## config.mk

```make
export PLATFORM = sky130hd
export DESIGN_NAME = local_extremum_interval_detector_unit
export DESIGN_NICKNAME = d
export VERILOG_FILES = /design/src/rtl/core/leid_pkg.sv /design/src/rtl/core/leid_front.sv /design/src/rtl/core/leid_queue.sv /design/src/rtl/core/leid_back.sv /design/src/rtl/core/local_extremum_interval_detector_unit.sv
export VERILOG_INCLUDE_DIRS = /design/src /design/src/rtl/core
export SDC_FILE = /design/constraint.sdc
export NUM_CORES = 1
export LEC_CHECK = 0
export ABC_AREA = 1
export ABC_CLOCK_PERIOD_IN_PS = 10170
export BUFFER_PORTS_ARGS = -buffer_cell sky130_fd_sc_hd__buf_4
export CORE_UTILIZATION = 67
export CTS_CLUSTER_SIZE = 8
export DETAILED_ROUTE_END_ITERATION = 6
export PLACE_DENSITY_LB_ADDON = 0.08
export SYNTH_ARGS = -nofsm -noshare
export SYNTH_HDL_FRONTEND = slang
export SYNTH_SLANG_ARGS = --single-unit
```

## constraint.sdc

```tcl
create_clock -name clk -period 10.17 [get_ports clk]
set_input_delay 0.5085 -clock clk [delete_from_list [all_inputs] [get_ports clk]]
set_output_delay 0.5085 -clock clk [all_outputs]
set_load 0.05 [all_outputs]
```

## src/rtl/core/assert_macros.svh

```systemverilog
// Assertion macros used by the top level of the extremum interval detector.
// Needs a clock named clk and an active-low reset named rst_n in the using scope.
`ifndef ASSERT_MACROS_SVH
`define ASSERT_MACROS_SVH
`ifndef SYNTHESIS
// Check a property on every rising edge while out of reset
`define LEID_ASSERT(lbl, prop, msg) \
  lbl: assert property (@(posedge clk) disable iff (!rst_n) prop) else $error(msg);
// Check a property on every rising edge, reset cycles included
`define LEID_ASSERT_ALWAYS(lbl, prop, msg) \
  lbl: assert property (@(posedge clk) prop) else $error(msg);
`else
`define LEID_ASSERT(lbl, prop, msg)
`define LEID_ASSERT_ALWAYS(lbl, prop, msg)
`endif
`endif

```

## src/rtl/core/leid_pkg.sv

```systemverilog
// Shared types and constants of the extremum interval detector.
// No dependencies; used by the queue, the back part and the top level.
`timescale 1ns / 1ps
package leid_pkg;

  // Result queue depth (power of two, pointers wrap on their own)
  localparam int QDEPTH = 4;
  localparam int QPTR_W = $clog2(QDEPTH);

  // Queue status seen by the back part and the top level
  typedef struct packed {
    logic full;
    logic empty;
  } q_stat_t;

endpackage

```

## src/rtl/core/leid_front.sv

```systemverilog
// Front part: accepts samples, tracks trend and open intervals, builds queue entries.
// Depends on nothing but its parameters; entry layout is shared with leid_back.
`timescale 1ns / 1ps
module leid_front #(
  parameter int INDEX_BITS  = 16,
  parameter int SAMPLE_BITS = 32,
  localparam int RES_W      = 2 * INDEX_BITS + 1,
  localparam int ENTRY_W    = 2 * RES_W + 2
) (
  input  logic                          clk,
  input  logic                          rst_n,
  input  logic                          accept,
  input  logic signed [SAMPLE_BITS-1:0] sample,
  input  logic                          series_end,
  output logic                          push,
  output logic [ENTRY_W-1:0]            push_data
);

  logic signed [SAMPLE_BITS-1:0] prev_r;
  logic [INDEX_BITS-1:0]         count_r, count_nxt;
  logic                          top_used_r, top_used_nxt;
  logic                          rise_v_r, rise_v_nxt;
  logic [INDEX_BITS-1:0]         rise_i_r, rise_i_nxt;
  logic                          fall_v_r, fall_v_nxt;
  logic [INDEX_BITS-1:0]         fall_i_r, fall_i_nxt;

  logic [INDEX_BITS-1:0] idx, prev_idx;
  logic                  active, second, gt, lt;
  logic [4:0]            em_v;
  logic [RES_W-1:0]      em [5];
  logic [RES_W-1:0]      r0, r1;
  logic                  have0, have1;

  // Current and previous sample index, saturating at the top
  always_comb begin
    idx      = top_used_r ? {INDEX_BITS{1'b1}} : count_r;
    prev_idx = top_used_r ? {INDEX_BITS{1'b1}} : count_r - INDEX_BITS'(1);
    active   = top_used_r || (count_r != '0);
    second   = !top_used_r && (count_r == INDEX_BITS'(1));
    gt       = sample > prev_r;
    lt       = sample < prev_r;
  end

  // Classify the trend, update open intervals and collect the intervals closed here
  always_comb begin
    rise_v_nxt = rise_v_r;
    rise_i_nxt = rise_i_r;
    fall_v_nxt = fall_v_r;
    fall_i_nxt = fall_i_r;
    em_v       = '0;
    for (int k = 0; k < 5; k++) begin
      em[k] = '0;
    end
    if (active) begin
      // Second sample: first sample becomes an extremum, or a flat start opens both
      if (second) begin
        if (lt) begin
          em_v[0] = 1'b1;
          em[0]   = {1'b1, {INDEX_BITS{1'b0}}, {INDEX_BITS{1'b0}}};
        end else if (gt) begin
          em_v[0] = 1'b1;
          em[0]   = {1'b0, {INDEX_BITS{1'b0}}, {INDEX_BITS{1'b0}}};
        end else begin
          rise_v_nxt = 1'b1;
          rise_i_nxt = '0;
          fall_v_nxt = 1'b1;
          fall_i_nxt = '0;
        end
      end
      if (gt) begin
        rise_v_nxt = 1'b1;
        rise_i_nxt = idx;
      end
      if (lt) begin
        fall_v_nxt = 1'b1;
        fall_i_nxt = idx;
      end
      // Close a maximum on a fall
      if (lt && rise_v_nxt && !second) begin
        em_v[1]    = 1'b1;
        em[1]      = {1'b1, prev_idx, rise_i_nxt};
        rise_v_nxt = 1'b0;
      end
      // Close a minimum on a rise
      if (gt && fall_v_nxt && !second) begin
        em_v[2]    = 1'b1;
        em[2]      = {1'b0, prev_idx, fall_i_nxt};
        fall_v_nxt = 1'b0;
      end
      // Close what is still open at the last sample
      if (series_end) begin
        if (rise_v_nxt && !lt) begin
          em_v[3] = 1'b1;
          em[3]   = {1'b1, idx, rise_i_nxt};
        end
        if (fall_v_nxt && !gt) begin
          em_v[4] = 1'b1;
          em[4]   = {1'b0, idx, fall_i_nxt};
        end
      end
    end
  end

  // Pack the at most two intervals in order
  always_comb begin
    r0    = '0;
    r1    = '0;
    have0 = 1'b0;
    have1 = 1'b0;
    for (int k = 0; k < 5; k++) begin
      if (em_v[k]) begin
        if (!have0) begin
          r0    = em[k];
          have0 = 1'b1;
        end else if (!have1) begin
          r1    = em[k];
          have1 = 1'b1;
        end
      end
    end
  end

  assign push      = accept && have0;
  assign push_data = {top_used_r, have1, r1, r0};

  // Advance the index, saturating at the top
  always_comb begin
    count_nxt    = count_r;
    top_used_nxt = top_used_r;
    if (!top_used_r) begin
      if (count_r == {INDEX_BITS{1'b1}}) begin
        top_used_nxt = 1'b1;
      end else begin
        count_nxt = count_r + INDEX_BITS'(1);
      end
    end
  end

  // Hold series state; return to reset after the last sample
  always_ff @(posedge clk) begin
    if (!rst_n) begin
      prev_r     <= '0;
      count_r    <= '0;
      top_used_r <= 1'b0;
      rise_v_r   <= 1'b0;
      rise_i_r   <= '0;
      fall_v_r   <= 1'b0;
      fall_i_r   <= '0;
    end else if (accept) begin
      if (series_end) begin
        prev_r     <= '0;
        count_r    <= '0;
        top_used_r <= 1'b0;
        rise_v_r   <= 1'b0;
        rise_i_r   <= '0;
        fall_v_r   <= 1'b0;
        fall_i_r   <= '0;
      end else begin
        prev_r     <= sample;
        count_r    <= count_nxt;
        top_used_r <= top_used_nxt;
        rise_v_r   <= rise_v_nxt;
        rise_i_r   <= rise_i_nxt;
        fall_v_r   <= fall_v_nxt;
        fall_i_r   <= fall_i_nxt;
      end
    end
  end

endmodule

```

## src/rtl/core/leid_queue.sv

```systemverilog
// Short queue of result entries between the front and back parts.
// Depends on leid_pkg for depth and the status struct.
`timescale 1ns / 1ps
module leid_queue
  import leid_pkg::*;
#(
  parameter int W = 35
) (
  input  logic         clk,
  input  logic         rst_n,
  input  logic         push,
  input  logic [W-1:0] push_data,
  input  logic         pop,
  output logic [W-1:0] head,
  output q_stat_t      stat
);

  logic [W-1:0]      mem_r [QDEPTH];
  logic [QPTR_W-1:0] wr_r, rd_r;
  logic [QPTR_W:0]   cnt_r, cnt_nxt;

  assign stat.full  = (cnt_r == (QPTR_W + 1)'(QDEPTH));
  assign stat.empty = (cnt_r == '0);
  assign head       = mem_r[rd_r];

  // Store entries
  always_ff @(posedge clk) begin
    if (push) begin
      mem_r[wr_r] <= push_data;
    end
  end

  // Track fill level
  always_comb begin
    cnt_nxt = cnt_r;
    if (push && !pop) begin
      cnt_nxt = cnt_r + (QPTR_W + 1)'(1);
    end else if (pop && !push) begin
      cnt_nxt = cnt_r - (QPTR_W + 1)'(1);
    end
  end

  // Advance pointers
  always_ff @(posedge clk) begin
    if (!rst_n) begin
      wr_r  <= '0;
      rd_r  <= '0;
      cnt_r <= '0;
    end else begin
      if (push) begin
        wr_r <= wr_r + QPTR_W'(1);
      end
      if (pop) begin
        rd_r <= rd_r + QPTR_W'(1);
      end
      cnt_r <= cnt_nxt;
    end
  end

endmodule

```

## src/rtl/core/leid_back.sv

```systemverilog
// Back part: sends the one or two intervals of each queue entry on the result stream.
// Depends on leid_pkg for the queue status; entry layout follows leid_front.
`timescale 1ns / 1ps
module leid_back
  import leid_pkg::*;
#(
  parameter int INDEX_BITS  = 16,
  localparam int RES_W      = 2 * INDEX_BITS + 1,
  localparam int ENTRY_W    = 2 * RES_W + 2,
  localparam int OUT_DATA_W = ((2 * INDEX_BITS + 7) / 8) * 8
) (
  input  logic                  clk,
  input  logic                  rst_n,
  input  logic [ENTRY_W-1:0]    head,
  input  q_stat_t               stat,
  output logic                  pop,
  output logic                  out_tvalid,
  input  logic                  out_tready,
  output logic [OUT_DATA_W-1:0] out_tdata,
  output logic [1:0]            out_tuser,
  output logic                  out_tlast
);

  logic             sel_r, sel_nxt;
  logic [RES_W-1:0] res;
  logic             two, ovf, take;

  assign two  = head[2 * RES_W];
  assign ovf  = head[2 * RES_W + 1];
  assign res  = sel_r ? head[2 * RES_W - 1:RES_W] : head[RES_W - 1:0];
  assign take = out_tvalid && out_tready;

  // Drive the result request
  assign out_tvalid = !stat.empty;
  assign out_tdata  = OUT_DATA_W'(res[2 * INDEX_BITS - 1:0]);
  assign out_tuser  = {ovf, res[2 * INDEX_BITS]};
  assign out_tlast  = !two || sel_r;
  assign pop        = take && out_tlast;

  // Step to the second interval, back to the first on pop
  always_comb begin
    sel_nxt = sel_r;
    if (take) begin
      sel_nxt = !out_tlast;
    end
  end

  always_ff @(posedge clk) begin
    if (!rst_n) begin
      sel_r <= 1'b0;
    end else begin
      sel_r <= sel_nxt;
    end
  end

endmodule

```

## src/rtl/core/local_extremum_interval_detector_unit.sv

```systemverilog
// Top level of the local extremum interval detector.
// Depends on leid_pkg, leid_front, leid_queue, leid_back and assert_macros.svh.
//
// Usage:
//   Input stream: one signed sample per request in in_tdata, in_tlast on the
//   final sample of a series. Result stream: one extremum interval per
//   request, start and end index in out_tdata, kind and overflow in out_tuser,
//   out_tlast on the last interval caused by one sample.
//   A sample is taken in the cycle it is offered while the four-entry result
//   queue has room; a sample that closes intervals has its entry registered
//   in the queue before any result is offered. Sustained rate is one sample
//   per cycle while the queue has room, set by the trend compare and register
//   update in the front part; the output port sends one interval per cycle
//   while out_tready is high, so a sample that closes two intervals holds the
//   port for both and the queue absorbs it. Indices saturate at the top
//   value and raise the overflow flag until the series ends. After the final
//   sample the series state returns to reset. Reset (synchronous, active low)
//   empties the queue and clears all series state. When the receiver stalls,
//   results wait in the queue and in_tready drops once it is full.
`timescale 1ns / 1ps
`include "assert_macros.svh"
module local_extremum_interval_detector_unit
  import leid_pkg::*;
#(
  parameter int INDEX_BITS  = 16,
  parameter int SAMPLE_BITS = 32,
  localparam int IN_DATA_W  = ((SAMPLE_BITS + 7) / 8) * 8,
  localparam int OUT_DATA_W = ((2 * INDEX_BITS + 7) / 8) * 8
) (
  input  logic                  clk,
  input  logic                  rst_n,
  input  logic                  in_tvalid,
  output logic                  in_tready,
  // bits from 0: sample
  input  logic [IN_DATA_W-1:0]  in_tdata,
  input  logic                  in_tlast,
  output logic                  out_tvalid,
  input  logic                  out_tready,
  // bits from 0: start_index, end_index
  output logic [OUT_DATA_W-1:0] out_tdata,
  // bits from 0: is_maximum, index_overflow
  output logic [1:0]            out_tuser,
  output logic                  out_tlast
);

  localparam int RES_W   = 2 * INDEX_BITS + 1;
  localparam int ENTRY_W = 2 * RES_W + 2;

  logic               accept, push, pop;
  logic [ENTRY_W-1:0] push_data, head;
  q_stat_t            q_stat;

  // Take a sample while the queue has room
  assign in_tready = !q_stat.full;
  assign accept    = in_tvalid && in_tready;

  leid_front #(
    .INDEX_BITS  (INDEX_BITS),
    .SAMPLE_BITS (SAMPLE_BITS)
  ) u_front (
    .clk        (clk),
    .rst_n      (rst_n),
    .accept     (accept),
    .sample     ($signed(in_tdata[SAMPLE_BITS-1:0])),
    .series_end (in_tlast),
    .push       (push),
    .push_data  (push_data)
  );

  leid_queue #(
    .W (ENTRY_W)
  ) u_queue (
    .clk       (clk),
    .rst_n     (rst_n),
    .push      (push),
    .push_data (push_data),
    .pop       (pop),
    .head      (head),
    .stat      (q_stat)
  );

  leid_back #(
    .INDEX_BITS (INDEX_BITS)
  ) u_back (
    .clk        (clk),
    .rst_n      (rst_n),
    .head       (head),
    .stat       (q_stat),
    .pop        (pop),
    .out_tvalid (out_tvalid),
    .out_tready (out_tready),
    .out_tdata  (out_tdata),
    .out_tuser  (out_tuser),
    .out_tlast  (out_tlast)
  );

  // Checks on the decoupling between front and back
  `LEID_ASSERT(a_no_push_full, push |-> !q_stat.full, "push into a full queue")
  `LEID_ASSERT(a_push_on_accept, push |-> accept, "queue push without an accepted sample")
  `LEID_ASSERT(a_pop_on_last, pop |-> (out_tvalid && out_tready && out_tlast), "pop without last result taken")
  `LEID_ASSERT_ALWAYS(a_reset_empty, !rst_n |=> !out_tvalid, "result valid right after reset")

endmodule
```

==> Word level (Yosys, flattened, before mapping) <==
Memories as Yosys holds them, arrays and structs flattened. A register that Yosys moved wholly into a read port is not among the register bits.
Cells that the tools add are included.
{ "op_classes": {"addsub": 6, "magnitude_cmp": 2, "reduce_logical": 31, "muxes": 92, "eq_ne": 5} }
{ "op_table": {"columns": ["cell", "n"], "rows": [
  ["2-to-1 mux 33 bit", 25],
  ["2-to-1 mux 16 bit", 15],
  ["2-to-1 mux 165 bit", 1],
  ["2-to-1 mux 32 bit", 3],
  ["2-to-1 mux 66 bit", 1],
  ["2-to-1 mux 1 bit", 41],
  ["greater-than comparator 32 bit", 1],
  ["< comparator 32 bit", 1],
  ["adder 16 x 1 -> 16 bit, second input constant", 1],
  ["== test 16 x 1 -> 1 bit, second input constant", 1],
  ["== test 16 bit, second input constant", 1],
  ["nonzero test 16 bit", 1],
  ["subtractor 16 x 1 -> 16 bit, second input constant", 1],
  ["logical AND 1 bit", 13],
  ["zero test 1 bit", 10],
  ["2-to-1 mux 2 bit", 3],
  ["2-to-1 mux 3 bit", 2],
  ["2-to-1 mux 5 bit", 1],
  ["adder 2 x 1 -> 2 bit, second input constant", 2],
  ["inequality test 2 bit, second input constant", 2],
  ["nonzero test 2 bit", 2],
  ["adder 3 x 1 -> 3 bit, second input constant", 1],
  ["== test 3 bit, second input constant", 1],
  ["zero test 3 bit", 1],
  ["4 further kinds", 5]
]} }
{ "word_totals": {"ram_bits": 272, "reg_bits": 91, "elab_cells": 148, "memories": 1, "in_bits": 37} }
{ "memory_table": {"columns": ["name", "words", "word_bits", "rd", "rd_ports_with_merged_regs", "write_ports", "line", "rtl"], "rows": [
  ["u_queue.mem_r", 4, 68, 1, 1, 1, "leid_queue.sv:18", "logic [W-1:0] mem_r [QDEPTH];"]
]} }

==> Logic depth before layout (Yosys ltp) <==
{ "logic_depth": {"ltp_word": 25, "ltp_mapped": 27} }

==> Modules after synthesis <==
A second synthesis with hierarchy kept.
{ "unflattened": {"cells_unflattened": 1915, "area_unflattened_um2": 17651.9} }
{ "modules_own_cells": {"columns": ["module", "seq_area_each_um2", "area_per_inst_um2", "cells_each", "n_inst"], "rows": [
  ["leid_queue", 8348.0, 10503.8, 715, 1],
  ["leid_front", 1661.6, 6557.5, 1079, 1],
  ["leid_back", 20.0, 576.8, 118, 1],
  ["local_extremum_interval_detector_unit", 0.0, 13.8, 3, 1]
]} }

==> Worst setup path before layout <==
Ideal clock, no wire load.
{ "synth_path": {"path_kind": "input to register", "startpoint": "input in_tdata[31]", "endpoint": "memory u_queue.mem_r[0][0] (netlist bit), enable pin", "path_slack_ps": 4476, "required_time_ps": 9675, "stages": 13, "arrival_ps": 5199, "setup_time_ps": 495, "path_cell_list": "ha_1 -> a21o_1 -> nor2_1 -> nand2_1 -> a21oi_1 -> nand4_1 -> nand2_4 -> nand3_4 -> nor2_8 -> nor2_8 -> nand3_1 -> nand2_1 -> nor2_1"} }
{ "synth_via": {"elab_chain_cells": 18, "word_cells_on_any_way": 39} }
{ "synth_rtl": {"columns": ["element", "line", "rtl"], "rows": [
  ["from (decl)", "local_extremum_interval_detector_unit.sv:35", "input logic [IN_DATA_W-1:0] in_tdata,"],
  ["< comparator 32 bit", "leid_front.sv:41", "lt = sample < prev_r;"],
  ["2-to-1 mux 1 bit", "leid_front.sv:57", "if (lt) begin"],
  ["2-to-1 mux 1 bit", "leid_front.sv:56", "if (second) begin"],
  ["2-to-1 mux 1 bit", "leid_front.sv:70", "if (gt) begin"],
  ["2-to-1 mux 1 bit", "leid_front.sv:54", "if (active) begin"],
  ["logical AND 1 bit (2 in series)", "leid_front.sv:79", "if (lt && rise_v_nxt && !second) begin"],
  ["2-to-1 mux 1 bit", "leid_front.sv:79", null],
  ["2-to-1 mux 1 bit", "leid_front.sv:54", null],
  ["logical AND 1 bit", "leid_front.sv:92", "if (rise_v_nxt && !lt) begin"],
  ["2-to-1 mux 1 bit", "leid_front.sv:92", null],
  ["2-to-1 mux 2 bit", "leid_front.sv:91", "if (series_end) begin"],
  ["2-to-1 mux 5 bit (*)", "leid_front.sv:54", null],
  ["2-to-1 mux 1 bit", "leid_front.sv:111", "if (em_v[k]) begin"],
  ["2-to-1 mux 1 bit (*)", "leid_front.sv:111", null],
  ["logical AND 1 bit (*)", "leid_front.sv:123", "assign push = accept && have0;"],
  ["2-to-1 mux 1 bit (*)", "leid_queue.sv:28", "if (push) begin"],
  ["2-to-1 mux 1 bit (not written as such) (*)", "leid_queue.sv:29", "mem_r[wr_r] <= push_data;"],
  ["to (decl)", "leid_queue.sv:18", null]
]} }
Mark *: on every way between the ends. The rest lies on a longest branch, timed or not. The select of a mux whose other input is x is not followed.

==> Final worst setup path <==
{ "layout_path": {"startpoint": "register u_front.prev_r[31]", "endpoint": "memory u_queue.mem_r[1][24] (netlist bit), enable pin"} }
{ "layout_via": {"elab_chain_cells": 18, "word_cells_on_any_way": 39} }
{ "layout_rtl": {"columns": ["element", "line", "rtl"], "rows": [
  ["from (decl)", "leid_front.sv:19", "logic signed [SAMPLE_BITS-1:0] prev_r;"],
  ["from (signal assigned)", "leid_front.sv:159", "prev_r <= sample;"],
  ["< comparator 32 bit", "leid_front.sv:41", null],
  ["2-to-1 mux 1 bit", "leid_front.sv:57", null],
  ["2-to-1 mux 1 bit", "leid_front.sv:56", null],
  ["2-to-1 mux 1 bit", "leid_front.sv:70", null],
  ["2-to-1 mux 1 bit", "leid_front.sv:54", null],
  ["logical AND 1 bit (2 in series)", "leid_front.sv:79", null],
  ["2-to-1 mux 1 bit", "leid_front.sv:79", null],
  ["2-to-1 mux 1 bit", "leid_front.sv:54", null],
  ["logical AND 1 bit", "leid_front.sv:92", null],
  ["2-to-1 mux 1 bit", "leid_front.sv:92", null],
  ["2-to-1 mux 2 bit", "leid_front.sv:91", null],
  ["2-to-1 mux 5 bit (*)", "leid_front.sv:54", null],
  ["2-to-1 mux 1 bit", "leid_front.sv:111", null],
  ["2-to-1 mux 1 bit (*)", "leid_front.sv:111", null],
  ["logical AND 1 bit (*)", "leid_front.sv:123", null],
  ["2-to-1 mux 1 bit (*)", "leid_queue.sv:28", null],
  ["2-to-1 mux 1 bit (not written as such) (*)", "leid_queue.sv:29", null]
]} }
Marked as above.

==> reports/results.tsv <==
stage	metric	value	unit
outcome	status	complete, no violations	
finish	Non-Filler Instances	2195	
clock_tree	CTS Sinks	365	
finish	Area Overhead vs Synth	12.3	%
sta	Tcrit/Tclk final	0.428	
sta	Least-Margin Pin Slew	1.04	ns
sta	Slew headroom	0.307	
logic_synthesis	share of the synthesized area in the top cell type	0.478	
critical_path	type of origin of the critical path	flip-flop	
sta	RSZ-0062 raised after global routing	no	
logic_synthesis	syn avg cell area	9.50	sq um
grt	largest net degree at the start of global routing	89	
min_path	worst hold path type	in2reg	
flow_run	Max-Cap Viols	0	
detailed_routing	vias	13168	
floorplanning	Die X	162	um
logic_synthesis	synth unique cells	51	
power_and_ir_drop	Peak VDD IR	0.214	mV
sta	final setup violation count	0	
detailed_routing	Routed wire per std cell	18.8	um
sta	Max Freq	230	MHz
critical_path	CP arrival	4.52	ns
critical_path	worst r2r src	u_front.prev_r[31]$_SDFFE_PN0P_	
critical_path	CP cell instances	inv_1 > ha_1 > nand2_2 > nor2_2 > nand2_2 > nor3_2 > nand2_1 > nand3_2 > nand2_1 > nand2_4 > nand3_4 > nor2_8 > nor2_8 > nand3_1 > nand2_1 > nor2_4 > buf_4	
grt	global-route wire length before repair	64600	um
grt	Overall Global Routing Usage	0.320	
grt	initial antenna violation count	0	
clock_tree	clk root buf	clkbuf_16	
clock_tree	CTS Buf Count	51	
logic_synthesis	Yosys reg bits	365	
min_path	Hold Startpoint	in_tdata[0]	
clock_tree	worst skew pair latency	0.56	ns
clock_tree	CTS max path bufs	3	
power_and_ir_drop	Cell Pwr Density	246	nW/um^2
detailed_routing	Post-DRT Antenna Nets	0	
floorplanning	core area	25100	sq um
clock_tree	CTS tree	done	
critical_path	CP max stage delay	0.73	ns
critical_path	Setup crit end kind	flip-flop	
critical_path	Critical Path Most Common Cell	nand2_1	
floorplanning	Die H	162	um
clock_tree	Setup Fix Bufs, Post-CTS	0	
grt	GRT overflow	0	
floorplanning	Cell Rows	58	
logic_synthesis	Post-synth EDFFs	272	
clock_tree	Clock Pin Slew Worst Setup and Hold Paths	0.05	ns
detailed_routing	post-DR vias/cell	6.00	
logic_synthesis	asr flop ratio synth	0	
clock_tree	CTS resizes	0	
floorplanning	die area	26200	sq um
sta	Final Critical Period	4.36	ns
finish	Final #Nets	1915	
clock_tree	CTS Hold Buffers Added	0	
logic_synthesis	Seq/Total Area, Yosys	0.587	
logic_synthesis	total of warnings raised by yosys	0	
placement	Port Buffers	73	
detailed_routing	detailed router's first-iteration violation count	1278	
placement	DPL Wire Length	24700	um
logic_synthesis	area leader, netlist	edfxtp_1	
sta	worst clock skew	0.0209	ns
logic_synthesis	Syn Inst Count	1799	
sta	Post-Route Setup TNS	0	ns
placement	DP Cell Count	2114	
critical_path	Slowest cell on crit path	buf_4	
critical_path	CP Max Fanout	68	
finish	ANT cells	0	
finish	fillcell total	1754	
detailed_routing	Routed WL	41300	um
placement	Placer Congestion	0.880	
logic_synthesis	Post-Syn Area	17100	sq um
grt	vias in the first global route	12399	
logic_synthesis	Synth area leaders	edfxtp_1, dfxtp_1, nor2_1	
power_and_ir_drop	LEAKAGE	7.37	nW
floorplanning	Initial Utilization	0.681	
clock_tree	H-tree Lvls	2	
critical_path	WS Path Type	reg2reg	
logic_synthesis	Net Count, Synth	1877	
critical_path	Crit. Startpoint	u_front.prev_r[31]$_SDFFE_PN0P_	
sta	fin. max-slew vios	0	
floorplanning	Ports	74	
finish	fraction of layout instances using a drive strength above 1	0.116	
detailed_routing	first-pass iteration count of the detailed router	6	
logic_synthesis	Most used DFF post-synth	edfxtp_1	
detailed_routing	DR DRC count	0	
critical_path	Data required, critical path	10.33	ns
sta	Hold Violations, Final	0	
power_and_ir_drop	Overall Power	4.72	mW
==> report_power, final <==
group	total [mW]	internal, mW	switching [mW]
sequential	1.76	1.71	0.0541
combinational	1.43	0.371	1.06
clock	1.54	0.937	0.599
==> cell type report <==
| class | count | area, sq um | area share |
|---|---|---|---|
| flip-flops and latches | 365 | 10000 | 0.523 |
| well taps | 330 | 413 | 0.0215 |
| multi-input cells | 1199 | 6140 | 0.320 |
| clock inverters | 2 | 50.0 | 0.00261 |
| clock buffers | 79 | 1400 | 0.0731 |
| repair buffers | 88 | 661 | 0.0344 |
| inverters | 132 | 500 | 0.0261 |
==> sequential cells by signal, summed over array words and instances, names as in the netlist, named ones only <==
signal and count:
u_front.rise_i_r 16, u_front.fall_v_r 1, u_queue.cnt_r 3, u_queue.mem_r 272
u_back.sel_r 1, u_front.fall_i_r 16, u_front.top_used_r 1, u_front.count_r 16
u_queue.rd_r 2, u_front.prev_r 32, u_front.rise_v_r 1, u_queue.wr_r 2
==> critical path: cells and delay by family, from the launching register on <==
kind	cells	cell delay [ns]
adders and majority gates	1	0.36
buffers and inverters	2	0.78
DFF	1	0.32
and+or+nand+nor	14	2.35
==> placed cells by master (no fill, tap or decap), types with 2 or more instances in the layout <==
cell type	netlist	layout
a21o_1	6	6
nand2_2	12	13
nor2_8	4	4
buf_4	3	88
o211ai_1	4	4
clkbuf_16	0	52
nand3_2	10	10
a21oi_1	83	83
inv_1	120	118
nand3_1	56	56
o21a_1	2	2
nand2_4	9	9
o21ai_1	13	11
o31ai_1	2	2
nor3_1	20	20
a211oi_1	34	34
nand4_1	7	7
nor2_1	340	336
o22ai_1	35	35
dfxtp_1	93	91
inv_2	8	10
a31oi_1	34	34
nor2_4	0	4
edfxtp_1	272	272
xor2_1	4	4
nand3_4	4	4
o21ai_0	198	198
ha_1	40	40
o21ai_2	5	7
clkinv_2	1	2
clkbuf_1	73	27
nand2_1	261	260
nor2_2	3	3
==> final timing paths <==
kind	endpoint	slack [ns]	cells after the start
worst max-delay path	u_queue.mem_r[1][24]$_DFFE_PP_	5.81	17
worst min-delay path	u_front.prev_r[0]$_SDFFE_PN0P_	0.25	3
worst max register to register	u_queue.mem_r[1][24]$_DFFE_PP_	5.81	17
worst min register to register	flip-flop	0.46	2
==> synthesized netlist by cell type (2+ instances only) <==
cell type,instances
nor2_1,340
ha_1,40
clkinv_1,2
edfxtp_1,272
a211oi_1,34
nand3_1,56
o31ai_1,2
buf_2,10
a31oi_1,34
buf_1,10
buf_6,5
nand4_1,7
buf_4,3
o21a_1,2
o22ai_1,35
o21ai_0,198
nor2_8,4
clkbuf_1,73
o21ai_1,13
a21o_1,6
nor2_2,3
inv_1,120
nand3_4,4
xor2_1,4
dfxtp_1,93
nand3_2,10
o211ai_1,4
inv_2,8
nor3_1,20
nand2_1,261
nand2_4,9
nand2_2,12
o21ai_2,5
a21oi_1,83
==> cell families after synthesis <==
logic type | Yosys count | share of synthesized area
xor+xnor | 4 | 0.00205
simple gates | 735 | 0.187
compound gates | 419 | 0.137
fa+ha+maj | 41 | 0.0305
flops | 365 | 0.587
buf+inv | 235 | 0.0564
==> through the flow <==
step / util / cell area, sq um / setup slack [ns] / hold slack (ns)
3_5_place_dp: 0.707 / 17700 / 5.57 / 0.453
5_1_grt: 0.765 / 19200 / 5.53 / 0.249
4_1_cts: 0.765 / 19200 / 5.84 / 0.246
2_1_floorplan: - / 17100 / 4.48 / 0.436
6_report: 0.765 / 19200 / 5.81 / 0.253
3_3_place_gp: 0.707 / 17700 / 5.61 / 0.448
==> metal layers <==
| layer | share of wire | routed length [um] | vias up | track usage |
|---|---|---|---|---|
| li1 | - | - | 6252 | - |
| met1 | 0.41 | 16800 | 6256 | 0.431 |
| met2 | 0.49 | 20100 | 585 | 0.539 |
| met3 | 0.079 | 3260 | 75 | 0.0393 |
| met4 | 0.027 | 1120 | 0 | 0.113 |
| met5 | 0 | 0 | - | 0 |
(Power assumes the default switching activity.)
